--- src/hdl/cll_pkg.sv ---
`timescale 1ns / 1ps
package cll_pkg;
  localparam int CAPACITY = 16;
  localparam int DATA_BITS = 32;
  localparam int SLOT_BITS = $clog2(CAPACITY);
  localparam int COUNT_BITS = $clog2(CAPACITY + 1);
  localparam int ARG_BITS = 32;

  typedef logic [SLOT_BITS-1:0] slot_t;
  typedef logic [COUNT_BITS-1:0] count_t;

  localparam logic [1:0] OP_INSERT = 2'd0;
  localparam logic [1:0] OP_ERASE = 2'd1;
  localparam logic [1:0] OP_SHIFT = 2'd2;
  localparam logic [1:0] OP_CLEAR = 2'd3;

  // commands from controller to datapath
  typedef struct packed {
    logic load;       // capture op and argument, start modulo
    logic mod_step;   // one restoring-division step
    logic walk_step;  // advance cursor one link
    logic exec;       // apply insert/erase/clear
    logic fetch;      // read cursor slot value
    logic finish;     // drive result strobe
  } cmd_t;

  typedef struct packed {
    logic mod_done;
    logic walk_done;
  } stat_t;
endpackage

--- src/hdl/cll_ctrl.sv ---
`timescale 1ns / 1ps
module cll_ctrl (
  input  logic           clk,
  input  logic           rst,
  input  logic           start,
  input  logic [1:0]     op,
  output logic           busy,
  output cll_pkg::cmd_t  cmd,
  input  cll_pkg::stat_t stat
);
  typedef enum logic [5:0] {
    S_IDLE  = 6'b000001,
    S_MOD   = 6'b000010,
    S_WALK  = 6'b000100,
    S_EXEC  = 6'b001000,
    S_FETCH = 6'b010000,
    S_DONE  = 6'b100000
  } state_t;

  state_t state, state_next;

  always_ff @(posedge clk) begin
    if (rst) begin
      state <= S_IDLE;
    end else begin
      state <= state_next;
    end
  end

  // sequence the item through its phases
  always_comb begin
    state_next = state;
    cmd = '0;
    case (state)
      S_IDLE: begin
        if (start) begin
          cmd.load = 1'b1;
          state_next = (op == cll_pkg::OP_SHIFT) ? S_MOD : S_EXEC;
        end
      end
      S_MOD: begin
        cmd.mod_step = 1'b1;
        if (stat.mod_done) state_next = S_WALK;
      end
      S_WALK: begin
        if (stat.walk_done) state_next = S_FETCH;
        else cmd.walk_step = 1'b1;
      end
      S_EXEC: begin
        cmd.exec = 1'b1;
        state_next = S_FETCH;
      end
      S_FETCH: begin
        cmd.fetch = 1'b1;
        state_next = S_DONE;
      end
      S_DONE: begin
        cmd.finish = 1'b1;
        state_next = S_IDLE;
      end
      default: state_next = S_IDLE;
    endcase
  end

  assign busy = (state != S_IDLE);
endmodule

--- src/hdl/cll_datapath.sv ---
`timescale 1ns / 1ps
module cll_datapath (
  input  logic                          clk,
  input  logic                          rst,
  input  logic [1:0]                    op,
  input  logic [cll_pkg::ARG_BITS-1:0]  argument,
  input  cll_pkg::cmd_t                 cmd,
  output cll_pkg::stat_t                stat,
  output logic                          done,
  output logic [31:0]                   cursor_value,
  output logic                          cursor_valid,
  output logic [4:0]                    entry_count,
  output logic                          status
);
  localparam int CAP = cll_pkg::CAPACITY;
  localparam int SB = cll_pkg::SLOT_BITS;
  localparam int CB = cll_pkg::COUNT_BITS;
  localparam int AB = cll_pkg::ARG_BITS;
  localparam int DB = cll_pkg::DATA_BITS;

  logic [DB-1:0]      vals [CAP];
  cll_pkg::slot_t     nxt [CAP];
  cll_pkg::slot_t     prv [CAP];
  logic [CAP-1:0]     free_slots;
  cll_pkg::slot_t     cursor_slot;
  cll_pkg::count_t    held_count;

  logic [1:0]         op_q;
  logic [AB-1:0]      arg_q;
  logic [AB-1:0]      quot;
  logic [CB-1:0]      rem;
  logic [$clog2(AB+1)-1:0] bit_cnt;
  logic [CB-1:0]      steps;
  logic               stat_q;

  // lowest free slot
  cll_pkg::slot_t     free_idx;
  logic               any_free;
  always_comb begin
    free_idx = '0;
    any_free = 1'b0;
    for (int i = CAP - 1; i >= 0; i--) begin
      if (free_slots[i]) begin
        free_idx = SB'(i);
        any_free = 1'b1;
      end
    end
  end

  // restoring division step
  logic [CB:0] trial;
  assign trial = {rem, quot[AB-1]};
  logic [CB:0] trial_sub;
  assign trial_sub = trial - {1'b0, held_count};

  cll_pkg::slot_t prev_idx, next_idx;
  assign prev_idx = prv[cursor_slot];
  assign next_idx = nxt[cursor_slot];

  assign stat.mod_done = (bit_cnt == ($clog2(AB+1))'(1));
  assign stat.walk_done = (steps == '0);

  always_ff @(posedge clk) begin
    if (rst) begin
      free_slots <= '1;
      cursor_slot <= '0;
      held_count <= '0;
      done <= 1'b0;
    end else begin
      done <= cmd.finish;
      if (cmd.load) begin
        op_q <= op;
        arg_q <= argument;
        rem <= '0;
        bit_cnt <= ($clog2(AB+1))'(AB);
        stat_q <= 1'b0;
        // negative count or empty ring: no move
        quot <= (op == cll_pkg::OP_SHIFT && (argument[AB-1] || held_count == '0)) ?
                '0 : argument;
      end
      if (cmd.mod_step) begin
        quot <= {quot[AB-2:0], 1'b0};
        bit_cnt <= bit_cnt - 1'b1;
        if (held_count != '0 && !trial_sub[CB]) begin
          rem <= trial_sub[CB-1:0];
          if (stat.mod_done) steps <= trial_sub[CB-1:0];
        end else begin
          rem <= trial[CB-1:0];
          if (stat.mod_done) steps <= (held_count == '0) ? '0 : trial[CB-1:0];
        end
      end
      if (cmd.walk_step) begin
        cursor_slot <= nxt[cursor_slot];
        steps <= steps - 1'b1;
      end
      if (cmd.exec) begin
        case (op_q)
          cll_pkg::OP_INSERT: begin
            if (!any_free) begin
              stat_q <= 1'b1;
            end else begin
              free_slots[free_idx] <= 1'b0;
              vals[free_idx] <= arg_q[DB-1:0];
              if (held_count == '0) begin
                nxt[free_idx] <= free_idx;
                prv[free_idx] <= free_idx;
              end else begin
                prv[free_idx] <= prev_idx;
                nxt[free_idx] <= cursor_slot;
                nxt[prev_idx] <= free_idx;
                prv[cursor_slot] <= free_idx;
              end
              cursor_slot <= free_idx;
              held_count <= held_count + 1'b1;
            end
          end
          cll_pkg::OP_ERASE: begin
            if (held_count != '0) begin
              free_slots[cursor_slot] <= 1'b1;
              held_count <= held_count - 1'b1;
              if (held_count == CB'(1)) begin
                cursor_slot <= '0;
              end else begin
                nxt[prev_idx] <= next_idx;
                prv[next_idx] <= prev_idx;
                cursor_slot <= next_idx;
              end
            end
          end
          cll_pkg::OP_CLEAR: begin
            free_slots <= '1;
            cursor_slot <= '0;
            held_count <= '0;
          end
          default: ;
        endcase
      end
      // register the result
      if (cmd.fetch) begin
        cursor_value <= (held_count != '0) ? 32'(vals[cursor_slot]) : '0;
        cursor_valid <= (held_count != '0);
        entry_count <= 5'(held_count);
        status <= stat_q;
      end
    end
  end
endmodule

--- src/hdl/circular_list_with_cursor_top.sv ---
`timescale 1ns / 1ps
// channel  | handshake        | fields
// command  | start / busy     | op, argument
// result   | done (1 cycle)   | cursor_value, cursor_valid, entry_count, status
// Insert, erase, clear: the item passes the exec, fetch and done states, and done
// is registered; busy drops in the done cycle, so the next item can be taken then.
// Shift: a 32-step serial modulo by the entry count, then one link walked per
// cycle (at most CAPACITY-1); the walk state then sees the walk finish, and the
// fetch and done states follow before done is high.
// Reset is synchronous; the ring comes up empty with every slot free.
// The receiver cannot stall; done pulses for one cycle per item.
module circular_list_with_cursor_top (
  input  logic        clk,
  input  logic        rst,
  input  logic        start,
  output logic        busy,
  input  logic [1:0]  op,
  input  logic [31:0] argument,
  output logic        done,
  output logic [31:0] cursor_value,
  output logic        cursor_valid,
  output logic [4:0]  entry_count,
  output logic        status
);
  cll_pkg::cmd_t  cmd;
  cll_pkg::stat_t stat;

  cll_ctrl u_ctrl (
    .clk(clk), .rst(rst), .start(start), .op(op), .busy(busy),
    .cmd(cmd), .stat(stat)
  );

  cll_datapath u_dp (
    .clk(clk), .rst(rst), .op(op), .argument(argument), .cmd(cmd),
    .stat(stat), .done(done), .cursor_value(cursor_value),
    .cursor_valid(cursor_valid), .entry_count(entry_count), .status(status)
  );
endmodule

--- config.mk ---
export PLATFORM = sky130hd
export DESIGN_NAME = circular_list_with_cursor_top
export DESIGN_NICKNAME = d
export VERILOG_FILES = /design/src/hdl/cll_pkg.sv /design/src/hdl/cll_ctrl.sv /design/src/hdl/cll_datapath.sv /design/src/hdl/circular_list_with_cursor_top.sv
export SDC_FILE = /design/constraint.sdc
export NUM_CORES = 1
export LEC_CHECK = 0
export BUFFER_PORTS_ARGS = -buffer_cell sky130_fd_sc_hd__buf_2
export CAP_MARGIN = 40
export CORE_UTILIZATION = 50
export CTS_CLUSTER_DIAMETER = 120
export CTS_CLUSTER_SIZE = 28
export DETAILED_ROUTE_END_ITERATION = 16
export PLACE_DENSITY = 0.66
export SYNTH_ARGS = -nofsm -noshare
export SYNTH_HDL_FRONTEND = slang
export SYNTH_HIERARCHICAL = 1
export SYNTH_SLANG_ARGS = --single-unit
--- constraint.sdc ---
create_clock -name clk -period 8.4 [get_ports clk]
set_clock_uncertainty 0.15 [all_clocks]
set_input_delay 0.42 -clock clk [delete_from_list [all_inputs] [get_ports clk]]
set_output_delay 0.42 -clock clk [all_outputs]
set_load 0.05 [all_outputs]
==> reports/metrics.cfg <==
[sta]
fin_crit_ps=4441
slew-limit-headroom=0.3899
setup_tns_ps=0
worst_pin_slew_ps=897.5
hold_viol_final=0
drv_slew=0
rsz0062_at_grt=no
finalSetupViolCount=0
fmax_ghz=0.2252
fin_crit_sh=0.5287

[floorplanning]
die-height_um=260.3
io_pins=78
dieWidth_um=260.3
initial_core_util=0.5066
core_area_mm2=0.06586
rows=94
die-area_mm2=0.06777

[placement]
port_buffers=77
gp_congestion=0.8524
placed_cell_area_mm2=0.03502
dp_hpwl_um=43770

[synth]
synth_top_area_cell=edfxtp_1
synth.distinct_cells=83
synthTopCellsByArea=edfxtp_1, mux4_2, mux2i_1
yosysTopAreaCellShare=0.6858
syn_avg_cell_area_um2=18.59
async_flop_share=0
netlist_instances=1795
synth_seq_cells=794
synth-edff-count=762
yosysSeqAreaShare=0.7050
ys.flop_type=edfxtp_1
yosys_warnings=6
synth_area_mm2=0.03337
synth_nets=1845

[cells_and_area]
layout_common_cells=edfxtp_1, mux4_2, mux2i_1
nets=1932
syn2layout_area_growth_pct=8.910
mostFrequentLayoutCell=edfxtp_1
fin_area_mm2=0.03634
drive_gt1_frac=0.2237
antenna-diode-count=0

[clock_tree]
worstSkewPairLatency_ps=610
ctsResizeCount=0
clockRootBuffer=clkbuf_16
holdBufCountCts=35
htree_levels=2
clockBufferDepth=3
cts_tree=yes
clock-sinks=794
numCtsBuffers=34
post_cts_buffers=0
path_clk_slew_ps=120

[grt]
antenna_found_initial=0
grt_use_total=0.2316
grt_start_max_net_pins=60
grt_overflow_total=0
grt_pass1_wl_um=114900
grt_pass1_vias=17510

[flow_run]
maxCapViolCount=0

[drt]
routedWlPerCell_um=28.05
dr_total_vias=17500
via_per_inst=6.341
first_pass_iters=7
drt_iter0_drc=1821
drc=0
wl_um=77390
postRouteAntennaNets=0

[hold_path]
hold_class=in2reg
min_from=rst

[power]
power.leakage_uw=0.01157
peakVddDrop_uv=159.2
p_per_area_mw_per_mm2=178.5
finalPower_uw=6488

[critical_path]
startpoint=u_ctrl/state[1]
crit_type=reg2reg
cp_data_required_time_ps=8490
path_max_fanout=9
arrival_ps=4530
cp-start-kind=flop
timing.rr.start=u_ctrl/state[1]
end_kind=flop

[status]
status=finished clean

[registers in the layout, summed over array words and instances, names as in the netlist]
name	count
u_dp/arg_q	32
u_dp/entry_count	5
u_dp/held_count	5
u_dp/cursor_value	32
u_ctrl/state	6
u_dp/prv	64
u_dp/vals	512
u_dp/stat_q	1
u_dp/cursor_valid	1
u_dp/bit_cnt	6
u_dp/op_q	2
u_dp/status	1
u_dp/done	1
u_dp/quot	32
u_dp/nxt	64
u_dp/steps	5
u_dp/cursor_slot	4
u_dp/free_slots	16
u_dp/rem	5
[layout make-up]
type                            count  area [um^2]
Fill cell                        4989        29520
Multi-Input combinational cell    848         9278
Clock inverter                      4        52.55
Inverter                           35        131.4
Clock buffer                       45        913.4
Timing Repair Buffer              169         1348
Sequential cell                   794        23540
Tap cell                          864         1081
[through the flow]
| step | setup WS [ps] | instances | utilization | hold slack, ps |
|---|---|---|---|---|
| floorplan | 3427 | 1795 | - | 252.9 |
| global placement | 3921 | 2652 | 0.5263 | 322.7 |
| detailed placement | 4041 | 2675 | 0.5317 | 335.9 |
| CTS | 4040 | 2759 | 0.5517 | 260.2 |
| global route | 3722 | 2759 | 0.5517 | 297.6 |
| finish | 3959 | 2759 | 0.5517 | 288.4 |
[layer usage]
layer / track usage / share of wire
met1: 0.3242 / 0.41
met2: 0.3885 / 0.50
met3: 0.03021 / 0.063
met4: 0.05621 / 0.020
met5: 0 / 0
[synthesized netlist by cell type (6+ instances only)]
cell type	count
mux4_2	196
a211oi_1	7
nand2b_1	7
mux2i_1	131
nor2b_1	14
nand2_1	62
a21oi_1	37
buf_1	6
o22ai_1	6
xnor2_1	7
buf_4	18
dfxtp_1	32
o311ai_0	7
a211o_1	7
o31ai_1	15
o21ai_0	30
and2_1	48
a221o_1	8
nor4_1	8
nor3_1	21
nor2_1	65
nand3_1	19
inv_1	30
o21bai_1	7
a22o_1	32
a221oi_1	6
edfxtp_1	762
clkbuf_1	60
a22oi_1	8
ha_1	12
buf_2	29
[report_power, final]
group | internal [uW] | switching [uW]
logic | 56.0 | 86.5
registers | 4350 | 44.1
clock network | 786 | 1170
total | 5190 | 1300
[worst paths after layout]
check / to / slack, ps / cells past startpoint
worst max-delay path: u_dp/prv[12][3] / 3960 / 8
worst min register to register: u_dp/status / 330 / 0
worst min-delay path: u_dp/held_count[2] / 290 / 2
worst max register to register: u_dp/prv[12][3] / 3960 / 8
[critical path: stages, from the launching register on]
cell and delay (ps):
dfxtp_1 400, or4_4 570, nor3b_1 520, nor4b_2 640, and2_1 360, nand2_1 330
nor3_1 550, nand2_1 310, o31ai_1 270
[logic make-up after synthesis]
kind of cell    Yosys count  share of synthesized area
compound gates          215                    0.04879
flops                   794                     0.7050
xor+xnor                 10                   0.002625
fa+ha+maj                13                   0.005100
mux                     330                     0.1727
simple gates            280                    0.04436
buf+inv                 153                    0.02145
Note: power is estimated with default switching activity, not from simulation.
